$ cat config.mk
export PLATFORM = sky130hd
export DESIGN_NAME = websocket_frame_deframer
export DESIGN_NICKNAME = d
export VERILOG_FILES = /design/src/wsfd_pkg.sv /design/src/wsfd_parser.sv /design/src/websocket_frame_deframer.sv
export VERILOG_INCLUDE_DIRS = /design/src /design/src/src
export SDC_FILE = /design/constraint.sdc
export NUM_CORES = 1
export LEC_CHECK = 0
export ABC_CLOCK_PERIOD_IN_PS = 6200
export BUFFER_PORTS_ARGS = -buffer_cell sky130_fd_sc_hd__buf_2
export CORE_UTILIZATION = 41
export CTS_CLUSTER_SIZE = 24
export DETAILED_ROUTE_END_ITERATION = 8
export SLEW_MARGIN = 10
export SYNTH_ARGS = -nofsm -noshare
export SYNTH_HDL_FRONTEND = slang
export SYNTH_HIERARCHICAL = 1
export SYNTH_SLANG_ARGS = --single-unit
export TNS_END_PERCENT = 1
$ cat constraint.sdc
create_clock -name i_clk -period 6.2 [get_ports i_clk]
set_clock_uncertainty 0.15 [all_clocks]
set_input_delay 0.93 -clock i_clk [delete_from_list [all_inputs] [get_ports i_clk]]
set_output_delay 0.93 -clock i_clk [all_outputs]
set_load 0.02 [all_outputs]
$ cat src/assert_macros.svh
// Assertion macros for the RTL, included by websocket_frame_deframer.sv.
// Needs a clock named i_clk and an active-low reset named i_rst_n in scope.
`ifndef ASSERT_MACROS_SVH
`define ASSERT_MACROS_SVH

// Immediate-cycle implication, checked at every rising edge out of reset.
`define ASSERT_IMPL(label, ante, cons, msg) \
    label: assert property (@(posedge i_clk) disable iff (!i_rst_n) (ante) |-> (cons)) \
        else $error(msg);

// Next-cycle implication.
`define ASSERT_NEXT(label, ante, cons, msg) \
    label: assert property (@(posedge i_clk) disable iff (!i_rst_n) (ante) |=> (cons)) \
        else $error(msg);

`endif

$ cat src/wsfd_pkg.sv
// Package for the websocket frame deframer: item types, parser phases, constants.
// No dependencies.
`default_nettype none

package wsfd_pkg;

    // Width kept for the decoded payload length and the payload counter.
    localparam int LENGTH_BITS = 64;
    localparam int OUT_LEN_W   = 64;

    localparam logic [7:0] MASK_BIT   = 8'h80;
    localparam logic [6:0] LEN7_EXT16 = 7'd126;
    localparam logic [6:0] LEN7_EXT64 = 7'd127;
    localparam logic [3:0] EXT_CNT_16 = 4'd2;
    localparam logic [3:0] EXT_CNT_64 = 4'd8;
    localparam logic [2:0] KEY_BYTES  = 3'd4;

    localparam logic ACT_FEED  = 1'b0;
    localparam logic ACT_START = 1'b1;

    typedef enum logic [2:0] {
        PH_IDLE    = 3'd0,
        PH_BYTE0   = 3'd1,
        PH_BYTE1   = 3'd2,
        PH_EXTLEN  = 3'd3,
        PH_KEY     = 3'd4,
        PH_PAYLOAD = 3'd5,
        PH_DONE    = 3'd6
    } t_phase;

    typedef struct packed {
        logic       action;
        logic [7:0] in_byte;
    } t_in_item;

    typedef struct packed {
        logic                 accepted;
        logic                 header_valid;
        logic                 fin;
        logic                 rsv1;
        logic                 rsv2;
        logic                 rsv3;
        logic [3:0]           opcode;
        logic                 masked;
        logic [OUT_LEN_W-1:0] payload_length;
        logic                 payload_valid;
        logic [7:0]           payload_byte;
        logic                 frame_done;
    } t_out_item;

endpackage

`default_nettype wire

$ cat src/wsfd_parser.sv
// Frame parser state and per-byte update logic (one byte per transfer).
// Depends on wsfd_pkg.
`default_nettype none

module wsfd_parser (
    input  wire logic                i_clk,
    input  wire logic                i_rst_n,
    input  wire logic                i_step,
    input  wire wsfd_pkg::t_in_item  i_item,
    output wsfd_pkg::t_out_item      o_result
);
    import wsfd_pkg::*;

    t_phase                 r_phase,  n_phase;
    logic [7:0]             r_header, n_header;
    logic                   r_mask,   n_mask;
    logic [LENGTH_BITS-1:0] r_length, n_length;
    logic                   r_ext_long, n_ext_long;
    logic [3:0]             r_ext_cnt, n_ext_cnt;
    logic [31:0]            r_key,    n_key;
    logic [2:0]             r_key_cnt, n_key_cnt;
    logic [LENGTH_BITS-1:0] r_pay_cnt, n_pay_cnt;

    logic [7:0] b;
    logic       len_ext;       // second byte selects an extended length
    logic       ext_last;      // last extended length byte
    logic       key_last;      // last key byte
    logic       pay_last;      // last payload byte
    logic       len_zero;      // updated length is zero
    logic [7:0] key_byte;

    assign b        = i_item.in_byte;
    assign len_ext  = (b[6:0] == LEN7_EXT16) || (b[6:0] == LEN7_EXT64);
    assign len_zero = (n_length == '0);
    assign ext_last = (n_ext_cnt >= (r_ext_long ? EXT_CNT_64 : EXT_CNT_16));
    assign key_last = (n_key_cnt >= KEY_BYTES);
    assign pay_last = (n_pay_cnt >= r_length);

    always_comb begin
        unique case (r_pay_cnt[1:0])
            2'd0:    key_byte = r_key[31:24];
            2'd1:    key_byte = r_key[23:16];
            2'd2:    key_byte = r_key[15:8];
            default: key_byte = r_key[7:0];
        endcase
    end

    // Datapath next values for a fed byte.
    always_comb begin
        n_header   = r_header;
        n_mask     = r_mask;
        n_length   = r_length;
        n_ext_long = r_ext_long;
        n_ext_cnt  = r_ext_cnt;
        n_key      = r_key;
        n_key_cnt  = r_key_cnt;
        n_pay_cnt  = r_pay_cnt;
        unique case (r_phase)
            PH_BYTE0: begin
                n_header = b;
            end
            PH_BYTE1: begin
                n_mask    = ((b & MASK_BIT) != 8'h00);
                n_pay_cnt = '0;
                n_ext_cnt = '0;
                if (len_ext) begin
                    n_ext_long = (b[6:0] == LEN7_EXT64);
                    n_length   = '0;
                end else begin
                    n_length = LENGTH_BITS'(b[6:0]);
                end
            end
            PH_EXTLEN: begin
                // saturate once set bits would leave the kept width
                if (r_length[LENGTH_BITS-1 -: 8] != 8'h00) begin
                    n_length = '1;
                end else begin
                    n_length = {r_length[LENGTH_BITS-9:0], b};
                end
                n_ext_cnt = r_ext_cnt + 4'd1;
            end
            PH_KEY: begin
                n_key     = {r_key[23:0], b};
                n_key_cnt = r_key_cnt + 3'd1;
            end
            PH_PAYLOAD: begin
                n_pay_cnt = r_pay_cnt + LENGTH_BITS'(1);
            end
            default: begin
            end
        endcase
    end

    // Next phase for a fed byte.
    always_comb begin
        n_phase = r_phase;
        unique case (r_phase)
            PH_BYTE0: n_phase = PH_BYTE1;
            PH_BYTE1: begin
                if (len_ext)       n_phase = PH_EXTLEN;
                else if (n_mask)   n_phase = PH_KEY;
                else if (!len_zero) n_phase = PH_PAYLOAD;
                else               n_phase = PH_DONE;
            end
            PH_EXTLEN: begin
                if (ext_last) begin
                    if (r_mask)         n_phase = PH_KEY;
                    else if (!len_zero) n_phase = PH_PAYLOAD;
                    else                n_phase = PH_DONE;
                end
            end
            PH_KEY: begin
                if (key_last) n_phase = len_zero ? PH_DONE : PH_PAYLOAD;
            end
            PH_PAYLOAD: begin
                if (pay_last) n_phase = PH_DONE;
            end
            default: n_phase = r_phase;
        endcase
    end

    // Result fields for a fed byte.
    always_comb begin
        o_result                = '0;
        o_result.fin            = n_header[7];
        o_result.rsv1           = n_header[6];
        o_result.rsv2           = n_header[5];
        o_result.rsv3           = n_header[4];
        o_result.opcode         = n_header[3:0];
        o_result.masked         = n_mask;
        o_result.payload_length = OUT_LEN_W'(n_length);
        unique case (r_phase)
            PH_BYTE0: o_result.accepted = 1'b1;
            PH_BYTE1: begin
                o_result.accepted     = 1'b1;
                o_result.header_valid = !len_ext;
                o_result.frame_done   = !len_ext && !n_mask && len_zero;
            end
            PH_EXTLEN: begin
                o_result.accepted     = 1'b1;
                o_result.header_valid = ext_last;
                o_result.frame_done   = ext_last && !r_mask && len_zero;
            end
            PH_KEY: begin
                o_result.accepted   = 1'b1;
                o_result.frame_done = key_last && len_zero;
            end
            PH_PAYLOAD: begin
                o_result.accepted      = 1'b1;
                o_result.payload_valid = 1'b1;
                o_result.payload_byte  = r_mask ? (b ^ key_byte) : b;
                o_result.frame_done    = pay_last;
            end
            default: begin
            end
        endcase
    end

    always_ff @(posedge i_clk) begin
        if (!i_rst_n) begin
            r_phase    <= PH_IDLE;
            r_header   <= '0;
            r_mask     <= 1'b0;
            r_length   <= '0;
            r_ext_long <= 1'b0;
            r_ext_cnt  <= '0;
            r_key      <= '0;
            r_key_cnt  <= '0;
            r_pay_cnt  <= '0;
        end else if (i_step) begin
            if (i_item.action == ACT_START) begin
                r_phase    <= PH_BYTE0;
                r_header   <= '0;
                r_mask     <= 1'b0;
                r_length   <= '0;
                r_ext_long <= 1'b0;
                r_ext_cnt  <= '0;
                r_key      <= '0;
                r_key_cnt  <= '0;
                r_pay_cnt  <= '0;
            end else begin
                r_phase    <= n_phase;
                r_header   <= n_header;
                r_mask     <= n_mask;
                r_length   <= n_length;
                r_ext_long <= n_ext_long;
                r_ext_cnt  <= n_ext_cnt;
                r_key      <= n_key;
                r_key_cnt  <= n_key_cnt;
                r_pay_cnt  <= n_pay_cnt;
            end
        end
    end

endmodule

`default_nettype wire

$ cat src/websocket_frame_deframer.sv
// Top level of the websocket frame deframer: handshakes and result register.
// Depends on wsfd_pkg, wsfd_parser and assert_macros.svh.
//
// Usage:
//   Input channel (i_valid / i_item, o_stall): one transfer per stream byte.
//   action = start arms the parser and clears all frame state; it yields no
//   result. action = feed presents one stream byte and always yields exactly
//   one result, with accepted = 0 when no frame is armed or the frame is done.
//   Output channel (o_valid / o_result, i_stall): one result per feed.
//   The result is registered in the output register in the cycle after its byte
//   is taken. Throughput: one byte per cycle while the output is not stalled;
//   the parser state update is a single registered step (the widest path is
//   the 64-bit payload count add and compare against the decoded length).
//   Stall: while the receiver stalls a full result register, o_stall rises
//   and no input is taken; the result register and parser state hold. A
//   result taken in the same cycle frees the register for the next byte.
//   Reset (i_rst_n low, synchronous): the parser is unarmed, all header,
//   length, key and count state is zero, and the result register is empty.
`default_nettype none

module websocket_frame_deframer (
    input  wire logic               i_clk,
    input  wire logic               i_rst_n,
    input  wire logic               i_valid,
    output logic                    o_stall,
    input  wire wsfd_pkg::t_in_item i_item,
    output logic                    o_valid,
    input  wire logic               i_stall,
    output wsfd_pkg::t_out_item     o_result
);
    import wsfd_pkg::*;

    logic      in_xfer;     // input transfer this cycle
    logic      out_xfer;    // output transfer this cycle
    logic      feed_xfer;   // input transfer that produces a result
    t_out_item step_res;
    logic      r_out_valid;
    t_out_item r_out;

    // Output register can take a new result when empty or draining now.
    assign o_stall   = r_out_valid && i_stall;
    assign in_xfer   = i_valid && !o_stall;
    assign out_xfer  = r_out_valid && !i_stall;
    assign feed_xfer = in_xfer && (i_item.action == ACT_FEED);

    wsfd_parser u_parser (
        .i_clk    (i_clk),
        .i_rst_n  (i_rst_n),
        .i_step   (in_xfer),
        .i_item   (i_item),
        .o_result (step_res)
    );

    always_ff @(posedge i_clk) begin
        if (!i_rst_n) begin
            r_out_valid <= 1'b0;
        end else if (feed_xfer) begin
            r_out_valid <= 1'b1;
        end else if (out_xfer) begin
            r_out_valid <= 1'b0;
        end
    end

    // Payload register: no reset needed.
    always_ff @(posedge i_clk) begin
        if (feed_xfer) begin
            r_out <= step_res;
        end
    end

    assign o_valid  = r_out_valid;
    assign o_result = r_out;

`include "assert_macros.svh"

    `ASSERT_NEXT(a_feed_gives_result, feed_xfer, r_out_valid, "fed byte produced no result")
    `ASSERT_IMPL(a_stall_only_full, o_stall, r_out_valid, "input stalled with empty output")
    `ASSERT_IMPL(a_payload_accepted, r_out_valid && r_out.payload_valid, r_out.accepted, "payload byte not accepted")
    `ASSERT_IMPL(a_done_accepted, r_out_valid && r_out.frame_done, r_out.accepted, "frame done on rejected byte")

endmodule

`default_nettype wire
## After elaboration in Yosys (flattened, before gate mapping)

Cells that the tools add are included.

- Register bits after elaboration: 266
- Word-level logic and storage cells: 106

- Add/subtract/negate cells: 3
- Reduce and logical (&&, ||, !) cells: 27
- Muxes and demuxes: 37
- Equality and inequality tests: 12
- $lt $le $gt $ge: 3
- Bitwise gates (word level): 2

Operators with widths:

| kind | count |
|---|---|
| 64-bit one-hot mux with 2 select lines | 2 |
| 64-bit 2-to-1 mux | 3 |
| 64-bit by 1-bit adder with 64-bit output, second input constant | 1 |
| 64-bit greater-or-equal comparator | 1 |
| 64-bit zero test | 1 |
| 32-bit 2-to-1 mux | 2 |
| 3-bit 2-to-1 mux | 9 |
| 8-bit 2-to-1 mux | 3 |
| 8-bit one-hot mux with 3 select lines | 1 |
| 3-bit one-hot mux with 5 select lines | 1 |
| 7-bit == test, second input constant | 2 |
| 1-bit logical AND | 9 |
| 9-bit 2-to-1 mux | 1 |
| 3-bit by 2-bit != test with 1-bit output, second input constant | 3 |
| 1-bit 2-to-1 mux | 8 |
| 4-bit 2-to-1 mux | 2 |
| 4-bit one-hot mux with 2 select lines | 1 |
| 2-bit nonzero test | 4 |
| 8-bit nonzero test | 1 |
| 8-bit XOR | 1 |
| 7-bit 2-to-1 mux | 1 |
| 3-bit by 2-bit == test with 1-bit output, second input constant | 2 |
| 3-bit == test, second input constant | 2 |
| 6-bit nonzero test | 1 |
| other kinds (18) | 22 |

## Longest topological paths before layout

- Depth after elaboration: 10
- Mapped depth: 21
- Gate-level depth less buffers: 18

## By module

The synthesis kept the hierarchy.

By module, submodules not included:

| module | times used | cells an instance | sequential area each (um^2) | area each (um^2) |
|---|---|---|---|---|
| wsfd_parser | 1 | 1500 | 3603.5 | 11446.0 |
| websocket_frame_deframer | 1 | 92 | 2572.5 | 2617.5 |

## Worst setup path after synthesis

OpenSTA, ideal clock, no wires.

- Path kind: input-to-reg
- Start point: input i_stall
- End point: register r_out (netlist bit o_result[0]), enable pin
- Data required time: 5520 ps
- Buffers on the path: 0
- Path slack: 872 ps
- Cell stages on the path: 3
- Data arrival time: 4648 ps
- Setup time: 530 ps
- Cells stage by stage: nand2_2 > inv_2 > nor2_1

- Word-level cells in the longest chain between the ends: 4

Ends and longest elaborated chain:

| what | line | text |
|---|---|---|
| from (decl) | websocket_frame_deframer.sv:28 | `input wire logic i_stall,` |
| 1-bit logical AND | websocket_frame_deframer.sv:41 | `assign o_stall = r_out_valid && i_stall;` |
| via o_stall | websocket_frame_deframer.sv:25 | `output logic o_stall,` |
| 1-bit zero test | websocket_frame_deframer.sv:42 | `assign in_xfer = i_valid && !o_stall;` |
| 1-bit logical AND | websocket_frame_deframer.sv:42 |  |
| 1-bit logical AND | websocket_frame_deframer.sv:44 | `assign feed_xfer = in_xfer && (i_item.action == ACT_FEED);` |
| via feed_xfer | websocket_frame_deframer.sv:35 | `logic feed_xfer;` |
| to (signal assigned) | websocket_frame_deframer.sv:67 | `r_out <= step_res;` |
| to (decl) | websocket_frame_deframer.sv:38 | `t_out_item r_out;` |

The timed path passes the listed nets, and every way through them passes these cells.
A chain may end at the register's enable or synchronous reset.

## Worst setup path in the final report

- Start point: register u_parser.r_phase[2]
- End point: register u_parser.r_phase[0]

- Word-level cells in the longest chain between the ends: 8
- Elaborated cells on any way between the ends: 27
- Those cells by class: order compare: 3; eq/ne: 8; mux: 13; reduce/logical: 3

Ends and longest elaborated chain:

| what | line | text |
|---|---|---|
| from (decl) | wsfd_parser.sv:14 | `t_phase r_phase, n_phase;` |
| from (signal assigned) | wsfd_parser.sv:182 | `r_phase <= n_phase;` |
| branches (longest 8 deep; another with 64-bit greater-or-equal comparator) | n/a |  |

Parallel ways; which one is timed is not known. The select of a mux whose other input is x is not followed.

==> metrics.txt <==
CP endpoint kind flip-flop; root buf cell clkbuf_16; Seq/Total Area, Yosys 0.439; flops & latches, synth between 200 and 300; Vias around 12,000; All-Layer GR Usage 0.225; CP startpoint kind flip-flop; Synth top area share 0.258; nets@finish between 1,500 and 2,000; Yosys cell types 80; post-synthesis xor/xnor area fraction 0.0405; H-tree depth 1; power density over cell area around 250 mW/mm2; initial core utilization 0.418; Inserted Clock Buffers 28; boundary pin count 100; DR iter-0 viols between 1,000 and 1,500; Antenna diodes 0; CP top delay family simple AND/OR/NAND/NOR gates; Worst slew margin 0.322; WS Path Type flip-flop to flip-flop; Main synth FF type dfxtp_1; routed len/inst 19.3 um; layout cells sized above 1 0.123; Final GP Congestion around 0.9; post-CTS sizing 0; Post-Syn Area per Cell just under 9 um2; final WL about 41 mm; first-pass GRT wire length between 60 and 70 mm; Synth Area in Compound Gates 0.213; critical path fanouts, max 11; Synth area leader dfxtp_1; number of global-route vias before repair 11,254; Least-Margin Pin Slew roughly 1 ns; Die X approximately 190 um; Synth area leaders dfxtp_1 26%, edfxtp_1 18%, a22oi_1 6.7%; die area 0.0350 mm2; CTS Buffer Depth 3; mux cell area share after synthesis 0.0110; CP Cell Sequence nand2b_1 -> or2_1 -> inv_2 -> o21ai_1 -> or4_1 -> nor3_2 -> nand4_1 -> xor2_1 -> nor2_1 -> ha_1 -> nand4_1 -> nor3_1 -> nand2_1 -> a2111oi_0 -> a2111oi_0 -> or2_2 -> o41a_1; Worst-path clk slew roughly 0.07 ns; ys async rst share 0; largest net degree at the start of global routing between 100 and 150; synth cell count leaders 246 x nor2_1, 181 x dfxtp_1, 126 x a22oi_1; period utilisation layout 0.871; yosys warns 6; outcome finished clean; row cnt 67; total core area ~0.034 mm2; total power between 3 and 4 mW; Critical Path RT between 6 and 7 ns; post-CTS setup buffer count 0; HPWL Detailed roughly 28 mm; Clock Sinks 266; drt first pass iters 5; Syn Nets around 1,700; fmax 0.185 GHz; Post-Synth Adder-Cell Area 0.0649; CTS Hold Buffers Added 0; initial antenna violation count 1; GRT overflow 0; Final Slew Violations 0; Leakage 5.89 nW; number of synthesized flops with an enable pin 85; RSZ-0062 raised after global routing false; max_cap viols 0; CTS tree built; Layout Area Growth over Synthesis 12.6%; main combinational cell family by area after synthesis compound AO/OA/AOI/OAI gates; DR DRC count 0; synthesized area approximately 0.014 mm2; slowest CP cell dfxtp_1; remaining antenna violation count 0; CP Buf/Inv Count 1; maximum vdd drop 0.166 mV; vias per cell 5.78; CP max stage delay about 0.59 ns; TNS Setup 0 ns; clk_lat worst skew ~0.55 ns; most common cell in the synthesized netlist nor2_1; height of the die approximately 190 um; Hold WC Path Type flip-flop to flip-flop; CP arrival about 5.7 ns; minimum clock period 5.40 ns; PortBufs between 90 and 100; final setup violation count 0; final hold vios 0; Post-Synth Simple-Gate Area 0.177; Mapped Cells 1,592
[worst register-to-register path, cell delays in order, from the launching register on]
cell       delay [ns]
dfxtp_1          0.59
nand2b_1         0.16
or2_1            0.40
inv_2            0.23
o21ai_1          0.12
or4_1            0.50
nor3_2           0.33
nand4_1          0.23
xor2_1           0.18
nor2_1           0.06
ha_1             0.33
nand4_1          0.10
nor3_1           0.29
nand2_1          0.13
a2111oi_0        0.51
a2111oi_0        0.20
or2_2            0.37
o41a_1           0.41
[logic make-up after synthesis]
group | after synthesis
buffers and inverters | 195
multiplexers | 14
XOR/XNOR | 65
AO/OA/AOI/OAI | 444
AND/OR/NAND/NOR | 535
flip-flops | 266
adder cells (fa/ha/maj) | 73
[stage by stage]
step	worst slack, ns	hold WS, ns	area [um2]	std cells	util
after floorplan	0.872	0.300	14100	1592	-
after global placement	0.865	0.315	14900	2049	0.442
after detailed placement	0.792	0.317	14900	2049	0.442
after CTS	0.778	0.328	15800	2101	0.471
after global routing	0.459	0.366	15800	2101	0.471
final	0.797	0.329	15800	2101	0.471
[placed cells by master (no fill, tap or decap), types with 25 or more instances in the layout]
cell type and instances:
a21oi_1 51, a22oi_1 126, a31oi_1 25, buf_2 99
clkbuf_16 29, dfxtp_1 181, edfxtp_1 85, ha_1 73
inv_1 80, nand2_1 122, nand3_1 29, nand4_1 26
nor2_1 242, o211ai_1 32, o21ai_0 114, xor2_1 41
[worst paths after layout]
path	startpoint	cells past startpoint	to	slack, ns
setup / recovery	u_parser/r_phase[2]	17	u_parser/r_phase[0]	0.80
hold / removal	u_parser/r_ext_long	2	u_parser/r_ext_long	0.33
setup reg to reg	u_parser/r_phase[2]	17	u_parser/r_phase[0]	0.80
hold reg to reg	u_parser/r_ext_long	2	u_parser/r_ext_long	0.33
[routing by layer]
metal,routed length (um),global-route usage,part of all wire
met1,18800,0.328,0.46
met2,17800,0.343,0.44
met3,2910,0.0330,0.072
met4,1150,0.0678,0.028
met5,0,0,0
[layout make-up]
type                    count  area, um2
fillers                  3234      17800
flip-flops and latches    266       6180
multi-input cells        1131       7170
clock inverters            17        210
well taps                 448        561
inverters                  85        323
clock buffers              35        758
repair buffers            119        646
[where the power goes]
group	switching, mW	total, mW	leakage (nW)	internal (mW)
Sequential	0.0111	1.84	2.28	1.83
Combinational	0.234	0.314	3.14	0.0800
Clock	0.719	1.76	0.468	1.04
Total	0.964	3.91	5.89	2.95
[state kept, by name, indices dropped and copies added (netlist names), 3 cells and up]
| signal | cells |
|---|---|
| u_parser/r_header | 8 |
| u_parser/r_phase | 3 |
| u_parser/r_length | 64 |
| o_result | 85 |
| u_parser/r_key | 32 |
| u_parser/r_pay_cnt | 64 |
| u_parser/r_ext_cnt | 4 |
| u_parser/r_key_cnt | 3 |
No activity file was read; power rests on OpenSTA's default activity.
